[src/design/rcoq_pkg.sv]
// Package for the row/column occupancy range query block.
// Holds the field widths, the action codes and the line bank control struct.
// Depends on nothing; every other design file uses it.
package rcoq_pkg;

   // Default grid size: number of rows and of columns.
   localparam int BOARD_SIZE_DEFAULT = 64;

   // Fixed widths of the transaction fields.
   localparam int IDX_W    = 6;
   localparam int ACTION_W = 2;

   // Action codes carried by a request transaction.
   typedef enum logic [ACTION_W-1:0] {
      ACT_PLACE  = 2'd0,
      ACT_REMOVE = 2'd1,
      ACT_QUERY  = 2'd2,
      ACT_NONE   = 2'd3
   } action_type;

   // Control handed to one line bank (rows or columns) for one transaction.
   typedef struct packed {
      logic             inc;
      logic             dec;
      logic [IDX_W-1:0] idx;
      logic [IDX_W-1:0] lo;
      logic [IDX_W-1:0] hi;
   } bank_ctl_type;

endpackage

[src/design/rcoq_if.sv]
// Valid/ready channel interfaces for the request and response transactions.
// Depends on rcoq_pkg for the field widths.

// Request channel: place, remove or query transactions.
interface rcoq_req_if;
   logic                         valid;
   logic                         ready;
   logic [rcoq_pkg::ACTION_W-1:0] action;
   logic [rcoq_pkg::IDX_W-1:0]    row;
   logic [rcoq_pkg::IDX_W-1:0]    col;
   logic [rcoq_pkg::IDX_W-1:0]    row_high;
   logic [rcoq_pkg::IDX_W-1:0]    col_high;

   modport source (output valid, action, row, col, row_high, col_high, input ready);
   modport sink   (input valid, action, row, col, row_high, col_high, output ready);
endinterface

// Response channel: one covered flag per query transaction.
interface rcoq_rsp_if;
   logic valid;
   logic ready;
   logic covered;

   modport source (output valid, covered, input ready);
   modport sink   (input valid, covered, output ready);
endinterface

[src/design/rcoq_line_bank.sv]
// One bank of per-line occupancy counters (all rows or all columns).
// Each line is a saturating counter cell that watches for its own index.
// Depends on rcoq_pkg for the control struct and index width.
module rcoq_line_bank #(
   parameter int BOARD_SIZE = rcoq_pkg::BOARD_SIZE_DEFAULT
) (
   input  logic                   clock,
   input  logic                   reset,
   input  rcoq_pkg::bank_ctl_type ctl,
   output logic                   has_free
);

   localparam int CNT_W = $clog2(BOARD_SIZE + 1);
   localparam int LW    = $clog2(BOARD_SIZE);
   localparam int CMP_W = ((LW > rcoq_pkg::IDX_W) ? LW : rcoq_pkg::IDX_W) + 1;

   logic [CMP_W-1:0]      idx_ext;
   logic [CMP_W-1:0]      lo_ext;
   logic [CMP_W-1:0]      hi_ext;
   logic [BOARD_SIZE-1:0] free_mask;

   assign idx_ext = CMP_W'(ctl.idx);
   assign lo_ext  = CMP_W'(ctl.lo);
   assign hi_ext  = CMP_W'(ctl.hi);

   // One counter cell per line.
   for (genvar i = 0; i < BOARD_SIZE; i++) begin : g_line
      logic [CNT_W-1:0] cnt_ff;
      logic [CNT_W-1:0] cnt_in;
      logic             hit;
      logic             in_range;

      assign hit      = (idx_ext == CMP_W'(i));
      assign in_range = (lo_ext <= CMP_W'(i)) && (CMP_W'(i) <= hi_ext);

      // Saturating step: stops at the grid size going up and at zero going down.
      always_comb begin
         cnt_in = cnt_ff;
         if (hit && ctl.inc && (cnt_ff != CNT_W'(BOARD_SIZE))) begin
            cnt_in = cnt_ff + CNT_W'(1);
         end else if (hit && ctl.dec && (cnt_ff != '0)) begin
            cnt_in = cnt_ff - CNT_W'(1);
         end
      end

      always_ff @(posedge clock) begin
         if (reset) begin
            cnt_ff <= '0;
         end else begin
            cnt_ff <= cnt_in;
         end
      end

      // A line is free when its counter is zero and it lies in the query range.
      assign free_mask[i] = (cnt_ff == '0) && in_range;
   end

   assign has_free = |free_mask;

endmodule

[src/design/row_col_occupancy_range_query.sv]
// Top level of the row/column occupancy range query block.
// Depends on rcoq_pkg, the rcoq_req_if/rcoq_rsp_if interfaces and rcoq_line_bank.
//
// Usage:
//   The req channel carries place, remove and query transactions. A place
//   raises the counters of its row and its column, a remove lowers them, and
//   a query returns one rsp transaction whose covered flag is 0 only when
//   some row in the row range and some column in the column range are both
//   free. Place, remove and the unused action code give no response.
//   A query is held in the input register and then in the response register,
//   which drives rsp. Throughput: one transaction per cycle, except that a
//   query waits while the response register is full and stalled; the counter
//   cells update and the range masks reduce combinationally between the two.
//   Reset (synchronous, active high) clears all counters and empties both
//   registers; the block accepts transactions in the first cycle after it.
//   When the receiver stalls, the response waits in the output register;
//   place and remove transactions still flow through, and a query waits in
//   the input register, so req.ready drops only while a query is held there.
module row_col_occupancy_range_query #(
   parameter int BOARD_SIZE = rcoq_pkg::BOARD_SIZE_DEFAULT
) (
   input logic        clock,
   input logic        reset,
   rcoq_req_if.sink   req,
   rcoq_rsp_if.source rsp
);

   logic                          s1_valid_ff;
   logic                          s1_valid_in;
   logic [rcoq_pkg::ACTION_W-1:0] s1_action_ff;
   logic [rcoq_pkg::IDX_W-1:0]    s1_row_ff;
   logic [rcoq_pkg::IDX_W-1:0]    s1_col_ff;
   logic [rcoq_pkg::IDX_W-1:0]    s1_row_high_ff;
   logic [rcoq_pkg::IDX_W-1:0]    s1_col_high_ff;
   logic                          out_valid_ff;
   logic                          out_valid_in;
   logic                          out_covered_ff;
   logic                          out_covered_in;
   logic                          req_accept;
   logic                          s1_is_query;
   logic                          s1_adv;
   logic                          row_free;
   logic                          col_free;
   rcoq_pkg::bank_ctl_type        row_ctl;
   rcoq_pkg::bank_ctl_type        col_ctl;

   // Stage advance: a query needs room in the response register.
   assign s1_is_query = (s1_action_ff == rcoq_pkg::ACT_QUERY);
   assign s1_adv      = s1_valid_ff && (!s1_is_query || !out_valid_ff || rsp.ready);
   assign req.ready   = !s1_valid_ff || s1_adv;
   assign req_accept  = req.valid && req.ready;
   assign s1_valid_in = req_accept || (s1_valid_ff && !s1_adv);

   // Input register.
   always_ff @(posedge clock) begin
      if (reset) begin
         s1_valid_ff <= 1'b0;
      end else begin
         s1_valid_ff <= s1_valid_in;
      end
   end

   always_ff @(posedge clock) begin
      if (req_accept) begin
         s1_action_ff   <= req.action;
         s1_row_ff      <= req.row;
         s1_col_ff      <= req.col;
         s1_row_high_ff <= req.row_high;
         s1_col_high_ff <= req.col_high;
      end
   end

   // Counter bank controls; counters move only when the stage advances.
   always_comb begin
      row_ctl.inc = s1_adv && (s1_action_ff == rcoq_pkg::ACT_PLACE);
      row_ctl.dec = s1_adv && (s1_action_ff == rcoq_pkg::ACT_REMOVE);
      row_ctl.idx = s1_row_ff;
      row_ctl.lo  = s1_row_ff;
      row_ctl.hi  = s1_row_high_ff;
      col_ctl.inc = row_ctl.inc;
      col_ctl.dec = row_ctl.dec;
      col_ctl.idx = s1_col_ff;
      col_ctl.lo  = s1_col_ff;
      col_ctl.hi  = s1_col_high_ff;
   end

   rcoq_line_bank #(
      .BOARD_SIZE(BOARD_SIZE)
   ) u_row_bank (
      .clock    (clock),
      .reset    (reset),
      .ctl      (row_ctl),
      .has_free (row_free)
   );

   rcoq_line_bank #(
      .BOARD_SIZE(BOARD_SIZE)
   ) u_col_bank (
      .clock    (clock),
      .reset    (reset),
      .ctl      (col_ctl),
      .has_free (col_free)
   );

   // Response register: loads a query result, holds while the receiver stalls.
   assign out_valid_in   = (out_valid_ff && !rsp.ready) || (s1_adv && s1_is_query);
   assign out_covered_in = !(row_free && col_free);

   always_ff @(posedge clock) begin
      if (reset) begin
         out_valid_ff <= 1'b0;
      end else begin
         out_valid_ff <= out_valid_in;
      end
   end

   always_ff @(posedge clock) begin
      if (s1_adv && s1_is_query) begin
         out_covered_ff <= out_covered_in;
      end
   end

   assign rsp.valid   = out_valid_ff;
   assign rsp.covered = out_covered_ff;

endmodule

[src/flat_wrapper.sv]
// flat-port wrapper written by rule: the top's interface ports become plain ports
module row_col_occupancy_range_query_flat 
#(
   parameter int BOARD_SIZE = rcoq_pkg::BOARD_SIZE_DEFAULT
)
  (clock, reset, req_valid, req_action, req_row, req_col, req_row_high, req_col_high, req_ready, rsp_valid, rsp_covered, rsp_ready);
  rcoq_req_if req_i ();
  rcoq_rsp_if rsp_i ();
  input logic clock;
  input logic reset;
  input wire logic [$bits(req_i.valid)-1:0] req_valid;
  input wire logic [$bits(req_i.action)-1:0] req_action;
  input wire logic [$bits(req_i.row)-1:0] req_row;
  input wire logic [$bits(req_i.col)-1:0] req_col;
  input wire logic [$bits(req_i.row_high)-1:0] req_row_high;
  input wire logic [$bits(req_i.col_high)-1:0] req_col_high;
  output wire logic [$bits(req_i.ready)-1:0] req_ready;
  output wire logic [$bits(rsp_i.valid)-1:0] rsp_valid;
  output wire logic [$bits(rsp_i.covered)-1:0] rsp_covered;
  input wire logic [$bits(rsp_i.ready)-1:0] rsp_ready;
  assign req_i.valid = req_valid;
  assign req_i.action = req_action;
  assign req_i.row = req_row;
  assign req_i.col = req_col;
  assign req_i.row_high = req_row_high;
  assign req_i.col_high = req_col_high;
  assign req_ready = req_i.ready;
  assign rsp_valid = rsp_i.valid;
  assign rsp_covered = rsp_i.covered;
  assign rsp_i.ready = rsp_ready;
  row_col_occupancy_range_query #(.BOARD_SIZE(BOARD_SIZE)) u_core (.clock(clock), .reset(reset), .req(req_i), .rsp(rsp_i));
endmodule
[config.mk]
export PLATFORM = sky130hd
export DESIGN_NAME = row_col_occupancy_range_query_flat
export DESIGN_NICKNAME = d
export VERILOG_FILES = /design/src/design/rcoq_pkg.sv /design/src/design/rcoq_if.sv /design/src/design/rcoq_line_bank.sv /design/src/design/row_col_occupancy_range_query.sv /design/src/flat_wrapper.sv
export SDC_FILE = /design/constraint.sdc
export NUM_CORES = 2
export LEC_CHECK = 0
export BUFFER_PORTS_ARGS = -buffer_cell sky130_fd_sc_hd__buf_2
export CAP_MARGIN = 10
export CORE_ASPECT_RATIO = 2
export CORE_UTILIZATION = 30
export DETAILED_ROUTE_END_ITERATION = 10
export PLACE_DENSITY = 0.49
export SETUP_SLACK_MARGIN = 0.2
export SLEW_MARGIN = 40
export SYNTH_ARGS = -nofsm -noshare
export SYNTH_HDL_FRONTEND = slang
export SYNTH_SLANG_ARGS = --single-unit
export TNS_END_PERCENT = 5
[constraint.sdc]
create_clock -name clock -period 4.9 [get_ports clock]
set_input_delay 0.49 -clock clock [delete_from_list [all_inputs] [get_ports clock]]
set_output_delay 0.49 -clock clock [all_outputs]
set_load 0.03 [all_outputs]
==> summary.txt <==
Run status
  – Run status: completed

Floorplanning
  – Total number of placement rows: 246
  – Initial Utilization: 30.24%
  – Placeable Area: 0.2247 mm^2
  – Number of top-level pins: 33
  – Die X: about 340 um
  – Die outline height: 675.1 um
  – Die area: 0.2285 mm^2

Clock tree
  – CTS tree: done
  – Post-cts repair resize count: 0
  – Total number of clock tree sinks: just over 900
  – Maximum clock path buffer count: 3
  – Setup fix buffers added after clock tree synthesis: 0
  – CTS H-tree lvls: 3
  – Clk root buf: sky130_fd_sc_hd__clkbuf_16
  – Reg clk slew, reported paths: 0.06 ns
  – Clock buffer count from CTS: 100
  – Total of hold buffers inserted after clock tree synthesis: 26
  – Worst-Skew Late Latency: 0.75 ns

Global routing
  – Global-route usage over all layers: 18.75%
  – Antenna violations before repair: 3
  – First-pass GRT wire length: 337500 um
  – Largest net degree at the start of global routing: approximately 150
  – Number of global-route vias before repair: 60060
  – Leftover overflow at the end of global routing: 0

Placement
  – Input/output buffers: 32
  – Setup slack after placement: 0.7278 ns
  – RD Place Congestion: about 1.0
  – Placed wire-length estimate after detailed placement: 164400 um

STA
  – Slack of the critical path: about 0.7 ns
  – Number of hold violations in the final report: 0
  – Worst slew pin tran: 0.9365 ns
  – Worst rel slew slack: 37.05%
  – Upper clock frequency limit: approximately 240 MHz
  – Post-route minimum period: 4.218 ns
  – Max-slew violations: 0
  – Unrepaired setup endpoints after global routing: no
  – Portion of the clock cycle consumed by the worst path in the final layout: 86.08%
  – Final number of setup-violating endpoints: 0
  – Worst-case clock skew: 0.05254 ns
  – Sum of negative setup slack: 0 ns

Logic synthesis
  – Synthesized flop and latch total: around 930
  – Cell accounting for the most synthesized area: sky130_fd_sc_hd__dfxtp_1
  – Average cell area after synthesis: approximately 8.4 um^2
  – Post-synth EDFFs: 27
  – Total nets after synthesis: 8968
  – Gate count after technology mapping: 8120
  – Asr flop ratio synth: 0%
  – Sequential share of the synthesized area: 27.65%
  – Main synth FF type: sky130_fd_sc_hd__dfxtp_1
  – Area contributors post-synth: sky130_fd_sc_hd__dfxtp_1 26%, sky130_fd_sc_hd__ha_1 13%, sky130_fd_sc_hd__xnor2_1 6.5%, sky130_fd_sc_hd__nor2_1 6.4%, sky130_fd_sc_hd__a21oi_1 6.1%
  – Synthesized cell area: 0.06795 mm^2
  – Fraction of post-synthesis cell area in the top cell type by area: 26.46%
  – Number of synthesis warnings: 0
  – Post-synthesis cell type count: 101

Worst setup path
  – Crit path cell chain: nor3b_4 -> buf_4 -> nand2_1 -> a21oi_1 -> nand2_1 -> fa_1 -> a21o_1 -> a21oi_1 -> o21bai_1 -> a21oi_1 -> mux2i_1 -> a21oi_1 -> a311oi_1
  – Type of element capturing the critical path: flop
  – CP peak stage delay: 0.55 ns
  – Slowest cell on the critical path: sky130_fd_sc_hd__fa_1
  – Setup CP Type: reg2reg
  – Arrival time at the worst endpoint: slightly below 5 ns
  – Startpoint Class: flop
  – Required @ worst endpoint: 5.54 ns
  – Critical path peak fanout: 13
  – R2r setup slk: 0.68 ns
  – Crit path max-delay family: compound AO/OA/AOI/OAI gates
  – Crit-path most repeated cell: sky130_fd_sc_hd__a21oi_1
  – Buffer and inverter count on the worst path: 1

Routing
  – Wirelength, routed: about 220000 um
  – DRT iter0 DRCs: between 2000 and 3000
  – Average via count per standard cell: roughly 5.2
  – Via Count: 59050
  – DRC violations left: 0
  – DR pass1 iterations: 5
  – Number of nets still failing antenna checks after routing: 0
  – Routed wirelength normalized by instance count: 19.30 um

Finish
  – Fraction of final layout cells sized beyond drive strength 1: 7.913%
  – Top library cells by usage in the layout, fill and taps aside: 1152 x sky130_fd_sc_hd__nor2_1, 898 x sky130_fd_sc_hd__dfxtp_1, 828 x sky130_fd_sc_hd__a21oi_1
  – Most common cell after layout, fill and taps aside: sky130_fd_sc_hd__nor2_1
  – Relative area change from synthesis to final layout: 12.63%
  – Reg area: between 0.015 and 0.02 mm^2
  – Net total in the final layout: slightly above 9000
  – Multi-input gate area: between 0.04 and 0.05 mm^2
  – # fillers: 23490

Power and ir drop
  – Leakage power of the design: 32.96 nW
  – Areal power density over the cells: 225.3 mW/mm^2
  – Worst VDD drop: 0.3117 mV

Run
  – Max Cap Viol: 0

Hold path
  – Hold WC Path Type: in2reg
per-layer routing:
metal	global-route usage, %	up-vias	routed length, um	share of wire, %
met5	0	-	0	0
met2	36.44	1134	115100	53
met4	15.40	0	19940	9.2
met3	2.211	580	7020	3.2
met1	17.34	28470	75640	35
li1	-	28870	-	-
sequential cells by signal, summed over array words and instances (netlist names), 2 cells and up:
register,count
u_core.s1_row_high_ff,6
u_core.s1_col_high_ff,6
u_core.s1_action_ff,2
u_core.s1_row_ff,6
u_core.u_col_bank.g_line.cnt_ff,448
u_core.s1_col_ff,6
u_core.u_row_bank.g_line.cnt_ff,448
cells in the mapped netlist (98+ instances only):
| cell type | count |
|---|---|
| sky130_fd_sc_hd__nor2_1 | 1159 |
| sky130_fd_sc_hd__dfxtp_1 | 898 |
| sky130_fd_sc_hd__a21oi_1 | 828 |
| sky130_fd_sc_hd__ha_1 | 690 |
| sky130_fd_sc_hd__xnor2_1 | 505 |
| sky130_fd_sc_hd__nand2_1 | 494 |
| sky130_fd_sc_hd__inv_1 | 426 |
| sky130_fd_sc_hd__mux2i_1 | 376 |
| sky130_fd_sc_hd__a21o_1 | 255 |
| sky130_fd_sc_hd__o21ai_0 | 247 |
| sky130_fd_sc_hd__nand3_1 | 203 |
| sky130_fd_sc_hd__xor2_1 | 175 |
| sky130_fd_sc_hd__clkbuf_1 | 166 |
| sky130_fd_sc_hd__o21bai_1 | 163 |
| sky130_fd_sc_hd__nor3_1 | 138 |
| sky130_fd_sc_hd__fa_1 | 128 |
| sky130_fd_sc_hd__nor2b_1 | 106 |
| sky130_fd_sc_hd__or4_1 | 98 |
power by group:
part           total [mW]  switching, mW  internal, mW
sequential           7.63         0.0533          7.58
combinational       0.957          0.690         0.267
clock                8.65           3.65          5.00
total                17.2           4.40          12.8
worst paths after layout:
path / endpoint / cells after the start / startpoint
worst max-delay path: u_core.u_col_bank.g_line[19].cnt_ff[6] / 13 / u_core.s1_action_ff[0]
worst min register to register: u_core.u_row_bank.g_line[55].cnt_ff[4] / 2 / u_core.u_row_bank.g_line[55].cnt_ff[4]
worst min-delay path: u_core.rsp.valid / 3 / rsp_ready
worst max register to register: u_core.u_col_bank.g_line[19].cnt_ff[6] / 13 / u_core.s1_action_ff[0]
area by class of cell:
class / instances / share of cell area (%)
Antenna cell: 2 / 0.006539
Clock buffer: 131 / 3.754
Clock inverter: 51 / 1.025
Inverter: 426 / 2.091
Multi-Input combinational cell: 6496 / 60.88
Sequential cell: 925 / 24.55
Tap cell: 2976 / 4.865
Timing Repair Buffer: 274 / 2.832
worst min-delay path, stage by stage:
cell	delay [ns]
sky130_fd_sc_hd__buf_2	0.07
sky130_fd_sc_hd__nand2b_1	0.13
sky130_fd_sc_hd__a21oi_1	0.07
cell families after synthesis:
logic type / synth area share [%]
and+or+nand+nor: 17.43
AOI/OAI and AO/OA: 19.48
DFF: 27.65
adders and majority gates: 16.48
buffers and inverters: 4.132
xor gates and xnor gates: 8.765
muxes: 6.069
per-stage QoR:
step	power [mW]	hold slack [ns]	instances	util [%]	area, um^2
6_report	17.24	0.07347	11280	34.06	76530
5_1_grt	17.82	0.08247	11280	34.06	76530
4_1_cts	17.51	0.004732	11280	34.01	76430
3_5_place_dp	8.713	0.4642	11070	32.27	72510
3_3_place_gp	8.705	0.4566	11060	32.19	72330
2_1_floorplan	8.311	0.4430	8120	-	67950
(Power assumes the default switching activity.)
